<file path="config.mk">
export PLATFORM = sky130hd
export DESIGN_NAME = motor_command_frame_encoder_top
export DESIGN_NICKNAME = d
export VERILOG_FILES = /design/src/design/mcfe_pkg.sv /design/src/design/mcfe_front.sv /design/src/design/mcfe_back.sv /design/src/design/motor_command_frame_encoder_top.sv
export SDC_FILE = /design/constraint.sdc
export NUM_CORES = 2
export LEC_CHECK = 0
export BUFFER_PORTS_ARGS = -buffer_cell sky130_fd_sc_hd__buf_2
export CAP_MARGIN = 20
export CORE_MARGIN = 5
export CORE_UTILIZATION = 25
export CTS_BUF_LIST = sky130_fd_sc_hd__clkbuf_8
export CTS_CLUSTER_SIZE = 10
export DETAILED_ROUTE_END_ITERATION = 7
export SLEW_MARGIN = 40
export SYNTH_ARGS = -nofsm -noshare
export SYNTH_HDL_FRONTEND = slang
export SYNTH_SLANG_ARGS = --single-unit
</file>
<file path="constraint.sdc">
create_clock -name i_clk -period 96 [get_ports i_clk]
set_input_delay 14.4 -clock i_clk [delete_from_list [all_inputs] [get_ports i_clk]]
set_output_delay 14.4 -clock i_clk [all_outputs]
set_load 0.03 [all_outputs]
</file>
<file path="src/design/mcfe_pkg.sv">
// shared types and constants for the motor command frame encoder
// no dependencies
`timescale 1ns / 1ps
package mcfe_pkg;
    localparam int LIMIT_W = 31;
    localparam int VALUE_W = 32;
    localparam int CFG_IDX_W = 3;
    localparam int NUM_VALUES = 5;

    localparam logic [1:0] REQ_MOTION  = 2'd0;
    localparam logic [1:0] REQ_ENABLE  = 2'd1;
    localparam logic [1:0] REQ_DISABLE = 2'd2;

    localparam logic [CFG_IDX_W-1:0] REG_POSITION  = 3'd0;
    localparam logic [CFG_IDX_W-1:0] REG_VELOCITY  = 3'd1;
    localparam logic [CFG_IDX_W-1:0] REG_STIFFNESS = 3'd2;
    localparam logic [CFG_IDX_W-1:0] REG_DAMPING   = 3'd3;
    localparam logic [CFG_IDX_W-1:0] REG_TORQUE    = 3'd4;

    localparam logic [63:0] ENABLE_FRAME  = 64'hFFFF_FFFF_FFFF_FFFC;
    localparam logic [63:0] DISABLE_FRAME = 64'hFFFF_FFFF_FFFF_FFFD;

    // classified item passed from front to back
    typedef struct packed {
        logic [7:0]  bus;
        logic [10:0] id;
        logic        rejected;
        logic        fixed;
        logic [63:0] fixed_frame;
        // per value: clamped offset (0..span) and span, value 0 is position
        logic [NUM_VALUES-1:0][LIMIT_W:0] offset;
        logic [NUM_VALUES-1:0][LIMIT_W:0] span;
    } t_job;
endpackage

</file>
<file path="src/design/mcfe_front.sv">
// front end: takes requests, clamps values and queues classified jobs
// depends on mcfe_pkg
`timescale 1ns / 1ps
module mcfe_front (
    input  logic                         i_clk,
    input  logic                         i_rst_n,
    input  logic                         i_take,
    input  logic [1:0]                   i_req_type,
    input  logic [7:0]                   i_bus_index,
    input  logic [10:0]                  i_target_id,
    input  logic signed [31:0]           i_target_position,
    input  logic signed [31:0]           i_target_velocity,
    input  logic signed [31:0]           i_stiffness_gain,
    input  logic signed [31:0]           i_damping_gain,
    input  logic signed [31:0]           i_feedforward_torque,
    input  logic [mcfe_pkg::LIMIT_W-1:0] i_lim [mcfe_pkg::NUM_VALUES],
    output logic                         o_full,
    output logic                         o_valid,
    output mcfe_pkg::t_job               o_job,
    input  logic                         i_pop
);
    import mcfe_pkg::*;

    logic [VALUE_W-1:0] vals [NUM_VALUES];
    t_job job;
    t_job r_q [2];
    logic r_wp, r_rp;
    logic [1:0] r_cnt;

    assign vals[0] = i_target_position;
    assign vals[1] = i_target_velocity;
    assign vals[2] = i_stiffness_gain;
    assign vals[3] = i_damping_gain;
    assign vals[4] = i_feedforward_torque;

    always_comb begin
        logic signed [33:0] x, lim;
        job.bus = i_bus_index;
        job.id = i_target_id;
        job.rejected = (i_target_id == 11'd0);
        job.fixed = (i_req_type == REQ_ENABLE) || (i_req_type == REQ_DISABLE);
        job.fixed_frame = (i_req_type == REQ_ENABLE) ? ENABLE_FRAME : DISABLE_FRAME;
        for (int k = 0; k < NUM_VALUES; k++) begin
            x = {{2{vals[k][31]}}, vals[k]};
            lim = {3'b000, i_lim[k]};
            if (k == 2 || k == 3) begin
                if (x < 0) x = '0;
                if (x > lim) x = lim;
                job.offset[k] = x[LIMIT_W:0];
                job.span[k] = {1'b0, i_lim[k]};
            end else begin
                if (x < -lim) x = -lim;
                if (x > lim) x = lim;
                x = x + lim;
                job.offset[k] = x[LIMIT_W:0];
                job.span[k] = {i_lim[k], 1'b0};
            end
        end
    end

    always_ff @(posedge i_clk) begin
        if (!i_rst_n) begin
            r_wp <= 1'b0;
            r_rp <= 1'b0;
            r_cnt <= '0;
        end else begin
            if (i_take) begin
                r_q[r_wp] <= job;
                r_wp <= ~r_wp;
            end
            if (i_pop) r_rp <= ~r_rp;
            r_cnt <= r_cnt + {1'b0, i_take} - {1'b0, i_pop};
        end
    end

    assign o_full = (r_cnt == 2'd2);
    assign o_valid = (r_cnt != 2'd0);
    assign o_job = r_q[r_rp];
endmodule

</file>
<file path="src/design/mcfe_back.sv">
// back end: scales offsets to codes with a serial divider and packs the frame
// depends on mcfe_pkg
`timescale 1ns / 1ps
module mcfe_back #(
    parameter int POSITION_BITS = 16,
    parameter int FIELD_BITS = 12
) (
    input  logic           i_clk,
    input  logic           i_rst_n,
    input  logic           i_valid,
    input  mcfe_pkg::t_job i_job,
    output logic           o_pop,
    output logic           o_strobe,
    output logic [7:0]     o_bus_out,
    output logic [10:0]    o_frame_id,
    output logic [63:0]    o_frame_payload,
    output logic           o_rejected
);
    import mcfe_pkg::*;

    localparam int NUM_W = 50;
    localparam int QB = 17;

    typedef enum logic [1:0] {S_IDLE, S_MUL, S_DIV, S_DONE} t_state;

    t_state r_state;
    logic [2:0] r_sel;
    logic [5:0] r_bit;
    logic [NUM_W-1:0] r_num;
    logic [LIMIT_W+2:0] r_den;
    logic [LIMIT_W+2:0] r_rem;
    logic [QB-1:0] r_quo;
    logic [15:0] r_code [NUM_VALUES];
    t_job r_job;

    logic [15:0] top;
    logic [LIMIT_W+3:0] trial;

    assign top = (r_sel == 3'd0) ? 16'((1 << POSITION_BITS) - 1)
                                 : 16'((1 << FIELD_BITS) - 1);
    assign trial = {r_rem, r_num[NUM_W-1]} - {1'b0, r_den};

    assign o_pop = (r_state == S_IDLE) && i_valid;

    always_ff @(posedge i_clk) begin
        if (!i_rst_n) begin
            r_state <= S_IDLE;
            o_strobe <= 1'b0;
        end else begin
            o_strobe <= 1'b0;
            case (r_state)
                S_IDLE: if (i_valid) begin
                    r_job <= i_job;
                    r_sel <= '0;
                    r_state <= S_MUL;
                end
                S_MUL: begin
                    // numerator 2*offset*top + span, denominator 2*span
                    r_num <= NUM_W'({r_job.offset[r_sel], 1'b0}) * NUM_W'(top)
                           + NUM_W'(r_job.span[r_sel]);
                    r_den <= {1'b0, r_job.span[r_sel], 1'b0};
                    r_rem <= '0;
                    r_bit <= '0;
                    r_state <= S_DIV;
                end
                S_DIV: begin
                    if (r_den == '0) begin
                        r_code[r_sel] <= '0;
                    end
                    // restoring division, one quotient bit a cycle
                    if (r_den != '0) begin
                        r_num <= {r_num[NUM_W-2:0], 1'b0};
                        if (!trial[LIMIT_W+3]) begin
                            r_rem <= trial[LIMIT_W+2:0];
                            r_quo <= {r_quo[QB-2:0], 1'b1};
                        end else begin
                            r_rem <= {r_rem[LIMIT_W+1:0], r_num[NUM_W-1]};
                            r_quo <= {r_quo[QB-2:0], 1'b0};
                        end
                    end
                    r_bit <= r_bit + 6'd1;
                    if (r_den == '0 || r_bit == 6'(NUM_W - 1)) begin
                        if (r_den != '0)
                            r_code[r_sel] <= 16'({r_quo[QB-2:0],
                                                  !trial[LIMIT_W+3]});
                        if (r_sel == 3'(NUM_VALUES - 1)) r_state <= S_DONE;
                        else begin
                            r_sel <= r_sel + 3'd1;
                            r_state <= S_MUL;
                        end
                    end
                end
                S_DONE: begin
                    o_strobe <= 1'b1;
                    o_bus_out <= r_job.bus;
                    o_frame_id <= r_job.id;
                    o_rejected <= r_job.rejected;
                    if (r_job.rejected) o_frame_payload <= '0;
                    else if (r_job.fixed) o_frame_payload <= r_job.fixed_frame;
                    else o_frame_payload <= {r_code[0], r_code[1][11:0],
                        r_code[2][11:0], r_code[3][11:0], r_code[4][11:0]};
                    r_state <= S_IDLE;
                end
                default: r_state <= S_IDLE;
            endcase
        end
    end
endmodule

</file>
<file path="src/design/motor_command_frame_encoder_top.sv">
// top level of the motor command frame encoder: limit registers, front, back
// depends on mcfe_pkg, mcfe_front, mcfe_back
`timescale 1ns / 1ps
// a request is taken when start is high and busy low; its frame appears for
// one cycle with o_done. the back end takes every request, whatever its kind,
// through the same steps: it loads it, then for each of the five values runs
// a multiply step and a one-bit-a-cycle divider, then registers the frame; a
// value whose limit is zero skips its divide. a two-deep queue lets two more
// requests wait; busy is high while that queue is full.
// results cannot be held off by the receiver.
module motor_command_frame_encoder_top #(
    parameter int POSITION_BITS = 16,
    parameter int FIELD_BITS = 12
) (
    input  logic               i_clk,
    input  logic               i_rst_n,
    input  logic               start,
    output logic               busy,
    input  logic               i_cfg_we,
    input  logic [2:0]         i_cfg_index,
    input  logic [30:0]        i_cfg_data,
    input  logic [1:0]         i_req_type,
    input  logic [7:0]         i_bus_index,
    input  logic [10:0]        i_target_id,
    input  logic signed [31:0] i_target_position,
    input  logic signed [31:0] i_target_velocity,
    input  logic signed [31:0] i_stiffness_gain,
    input  logic signed [31:0] i_damping_gain,
    input  logic signed [31:0] i_feedforward_torque,
    output logic               o_done,
    output logic [7:0]         o_bus_out,
    output logic [10:0]        o_frame_id,
    output logic [63:0]        o_frame_payload,
    output logic               o_rejected
);
    import mcfe_pkg::*;

    logic [LIMIT_W-1:0] r_lim [NUM_VALUES];
    logic full, valid, pop;
    t_job job;

    always_ff @(posedge i_clk) begin
        if (!i_rst_n) begin
            for (int k = 0; k < NUM_VALUES; k++) r_lim[k] <= '0;
        end else if (i_cfg_we) begin
            case (i_cfg_index)
                REG_POSITION:  r_lim[0] <= i_cfg_data;
                REG_VELOCITY:  r_lim[1] <= i_cfg_data;
                REG_STIFFNESS: r_lim[2] <= i_cfg_data;
                REG_DAMPING:   r_lim[3] <= i_cfg_data;
                REG_TORQUE:    r_lim[4] <= i_cfg_data;
                default: ;
            endcase
        end
    end

    assign busy = full;

    mcfe_front u_front (
        .i_clk(i_clk), .i_rst_n(i_rst_n), .i_take(start && !full),
        .i_req_type(i_req_type), .i_bus_index(i_bus_index),
        .i_target_id(i_target_id), .i_target_position(i_target_position),
        .i_target_velocity(i_target_velocity), .i_stiffness_gain(i_stiffness_gain),
        .i_damping_gain(i_damping_gain), .i_feedforward_torque(i_feedforward_torque),
        .i_lim(r_lim), .o_full(full), .o_valid(valid), .o_job(job), .i_pop(pop)
    );

    mcfe_back #(.POSITION_BITS(POSITION_BITS), .FIELD_BITS(FIELD_BITS)) u_back (
        .i_clk(i_clk), .i_rst_n(i_rst_n), .i_valid(valid), .i_job(job),
        .o_pop(pop), .o_strobe(o_done), .o_bus_out(o_bus_out),
        .o_frame_id(o_frame_id), .o_frame_payload(o_frame_payload),
        .o_rejected(o_rejected)
    );
endmodule

</file>
==> run summary <==
### STA
• **transition time of the tightest slew-check pin** 855 ps
• **Min Clock Period, post-route** 22590 ps
• **fin. max-slew vios** 0
• **crit share post-route** 23.5%
• **largest clock skew in the final design** 165 ps
• **Fin Setup TNS** 0 ps
• **number of failing setup endpoints in the final timing report** 0
• **count of endpoints failing hold in the final timing report** 0
• **worst relative slew slack** 42.5%
• **maximum operating frequency** 44.3 MHz
• **unrepaired setup endpoints after global routing** false

### Synth
• **register bit count reported by yosys** 1455
• **Synth top area share** 46.1%
• **Post-synth top cells** sky130_fd_sc_hd__edfxtp_1 (1293), sky130_fd_sc_hd__inv_1 (646), sky130_fd_sc_hd__nand2_1 (639)
• **Yosys warnings** 0
• **number of cells produced by synthesis** 6824
• **most common cell in the netlist** sky130_fd_sc_hd__edfxtp_1
• **Post-Synthesis Cell Area** 84100 µm²
• **Synth area leader** sky130_fd_sc_hd__edfxtp_1
• **dominant cells by area after synthesis** sky130_fd_sc_hd__edfxtp_1 (46%), sky130_fd_sc_hd__fa_1 (8.7%), sky130_fd_sc_hd__ha_1 (8.0%)
• **most instantiated flip-flop cell in the synthesis netlist** sky130_fd_sc_hd__edfxtp_1
• **Post-synth EDFFs** 1293
• **net count after synthesis** 7946
• **number of distinct library cell variants in the gate-level netlist after synthesis** 101
• **FFs w/ async S/R, synth** 0%
• **mean area per synthesized cell** 12.3 µm²
• **sequential cell area fraction in the yosys report** 50.0%

### Floorplanning
• **cell row count** 213
• **initial core utilization** 25.0%
• **horizontal extent of the die** 590 µm
• **Die Area** 348000 µm²
• **top-level I/O count** 305
• **area inside the core boundary** 336000 µm²
• **height of the die** 590 µm

### Critical path
• **worst endpoint required time** 96680 ps
• **buffers and inverters on the worst path** 3
• **R2R Setup Slk** 83880 ps
• **crit end category** flop
• **arrival time of the worst setup path** 23270 ps
• **Crit Path Max Fanout** 60
• **type of origin of the critical path** input port
• **startpoint-to-endpoint class of the critical path** in2reg
• **Largest delay share family, worst path** compound AO/OA/AOI/OAI gates
• **critical path's slowest cell** sky130_fd_sc_hd__a311oi_4
• **Max stage delay on crit path** 580 ps

### Clocking
• **TritonCTS clock tree** yes
• **clock input transition at the sequential cells of the worst setup and hold paths** 70 ps
• **clock tree buffer depth** 4
• **hold buffer count at cts** 0
• **count of H-tree levels built during CTS** 4
• **post-CTS setup buffers** 0
• **total clock sinks** 1455
• **root buf cell** sky130_fd_sc_hd__clkbuf_8
• **total CTS buffers** 236
• **post-cts gate resize count** 0
• **clock insertion delay at the later pin of the skew report** 1030 ps

### Layout
• **Synth-to-Final Area Change** 14.3%
• **fraction of final layout cells with drive strength greater than 1** 17.5%
• **# nets final** 8369

### Drt
• **first drt pass iteration count** 5
• **routed vias** 55300
• **DRC violation total after the first TritonRoute iteration** 4152
• **count of antenna-violating nets left after detailed routing** 0
• **routed vias/inst** 4.62
• **total length of routed wires** 261000 µm
• **total DRC errors in the routed layout** 0
• **routed length per placed instance** 21.8 µm

### Status
• **outcome** complete, no violations

### Global routing
• **wire length of the first global-routing pass** 380000 µm
• **antenna violations before repair** 53
• **via count of the first global-routing pass** 56700
• **GR Overflow Total** 0
• **maximum number of pins on one net before global-route repair** 140
• **all-layer global routing usage** 14.5%

### Place
• **placer's final routability congestion estimate** 0.924
• **count of port buffers added during placement** 304
• **sum of net half-perimeters after detailed placement** 199000 µm

### Flow run
• **maximum capacitance violations** 0

### Worst hold path
• **min-delay worst type** reg2reg

-- per-stage QoR --
stage	hold WS, ps	utilization [%]	worst slack, ps	instances	instance area [µm²]
after floorplan	400	-	55490	6824	84100
after global placement	405	27.1	72140	11500	91200
after detailed placement	405	27.2	72370	11500	91500
after CTS	353	28.6	73400	12000	96000
after global routing	372	28.6	72810	12000	96100
final	378	28.6	73410	12000	96200
-- final timing paths --
kind / startpoint / end / cells after the start
hold / removal: r_lim[145]$_SDFFE_PN0P_ / u_front.r_q[0][21]$_DFFE_PP_ / 0
hold reg to reg: r_lim[145]$_SDFFE_PN0P_ / u_front.r_q[0][21]$_DFFE_PP_ / 0
setup reg to reg: r_lim[1]$_SDFFE_PN0P_ / u_front.r_q[1][314]$_DFFE_PP_ / 45
setup / recovery: i_target_position[4] / u_front.r_q[1][186]$_DFFE_PP_ / 35
-- area by class of cell --
cell class	count	area [µm²]
diodes	31	77.6
well taps	4515	5650
repair buffers	413	2540
multi-input cells	4493	38900
fillers	34300	240000
inverters	648	2430
clock buffers	262	3610
flip-flops and latches	1455	42100
clock inverters	167	928
-- cells by family (layout without fill, tap and decap cells) --
group,after synthesis,after routing,share of synthesized area (%)
flip-flops,1455,1455,50.0
adder cells (fa/ha/maj),903,903,16.7
AO/OA/AOI/OAI,1229,1229,9.79
XOR/XNOR,272,272,2.83
buffers and inverters,876,1490,4.02
AND/OR/NAND/NOR,1520,1520,8.39
multiplexers,569,569,8.30
other,0,31,0
-- cells in the final DEF (no fill, tap or decap), types with 163 or more instances in the layout --
master / synthesis / layout
sky130_fd_sc_hd__edfxtp_1: 1293 / 1293
sky130_fd_sc_hd__xnor2_1: 211 / 210
sky130_fd_sc_hd__clkbuf_8: 0 / 262
sky130_fd_sc_hd__a21o_1: 171 / 170
sky130_fd_sc_hd__a21oi_1: 260 / 260
sky130_fd_sc_hd__nand2_1: 639 / 638
sky130_fd_sc_hd__a21boi_0: 163 / 163
sky130_fd_sc_hd__buf_2: 10 / 311
sky130_fd_sc_hd__ha_1: 539 / 538
sky130_fd_sc_hd__fa_1: 364 / 364
sky130_fd_sc_hd__o21ai_0: 260 / 259
sky130_fd_sc_hd__mux2_2: 440 / 440
sky130_fd_sc_hd__nor2_1: 315 / 312
sky130_fd_sc_hd__inv_1: 646 / 723
-- worst reg2reg max path: cells and delay by family (launching register included) --
kind / cells / cell delay (ps)
AO/OA/AOI/OAI: 28 / 5870
AND/OR/NAND/NOR: 7 / 2740
adder cells (fa/ha/maj): 3 / 910
buffers and inverters: 3 / 780
XOR/XNOR: 2 / 650
multiplexers: 2 / 580
flip-flops: 1 / 320
-- flip-flops by register name, summed over array words and instances (netlist names), 8 cells and up --
name	flops
r_lim	155
u_back.o_bus_out	8
u_back.o_frame_id	11
u_back.o_frame_payload	64
u_back.r_code	64
u_back.r_den	32
u_back.r_job	335
u_back.r_num	50
u_back.r_quo	15
u_back.r_rem	34
u_front.r_q	670
-- per-layer routing --
layer | GRT usage [%] | part of all wire [%] | wire (µm) | up-vias
met5 | 0 | 0 | 0 | -
met3 | 2.17 | 5.4 | 14100 | 404
met4 | 6.39 | 5.0 | 13000 | 0
li1 | - | - | - | 25400
met1 | 18.5 | 42 | 109000 | 27700
met2 | 24.4 | 48 | 125000 | 1757
Power is left out: the tool's default activity adds up to more than one toggle a clock period on the data nets, which glitch-free logic cannot reach.
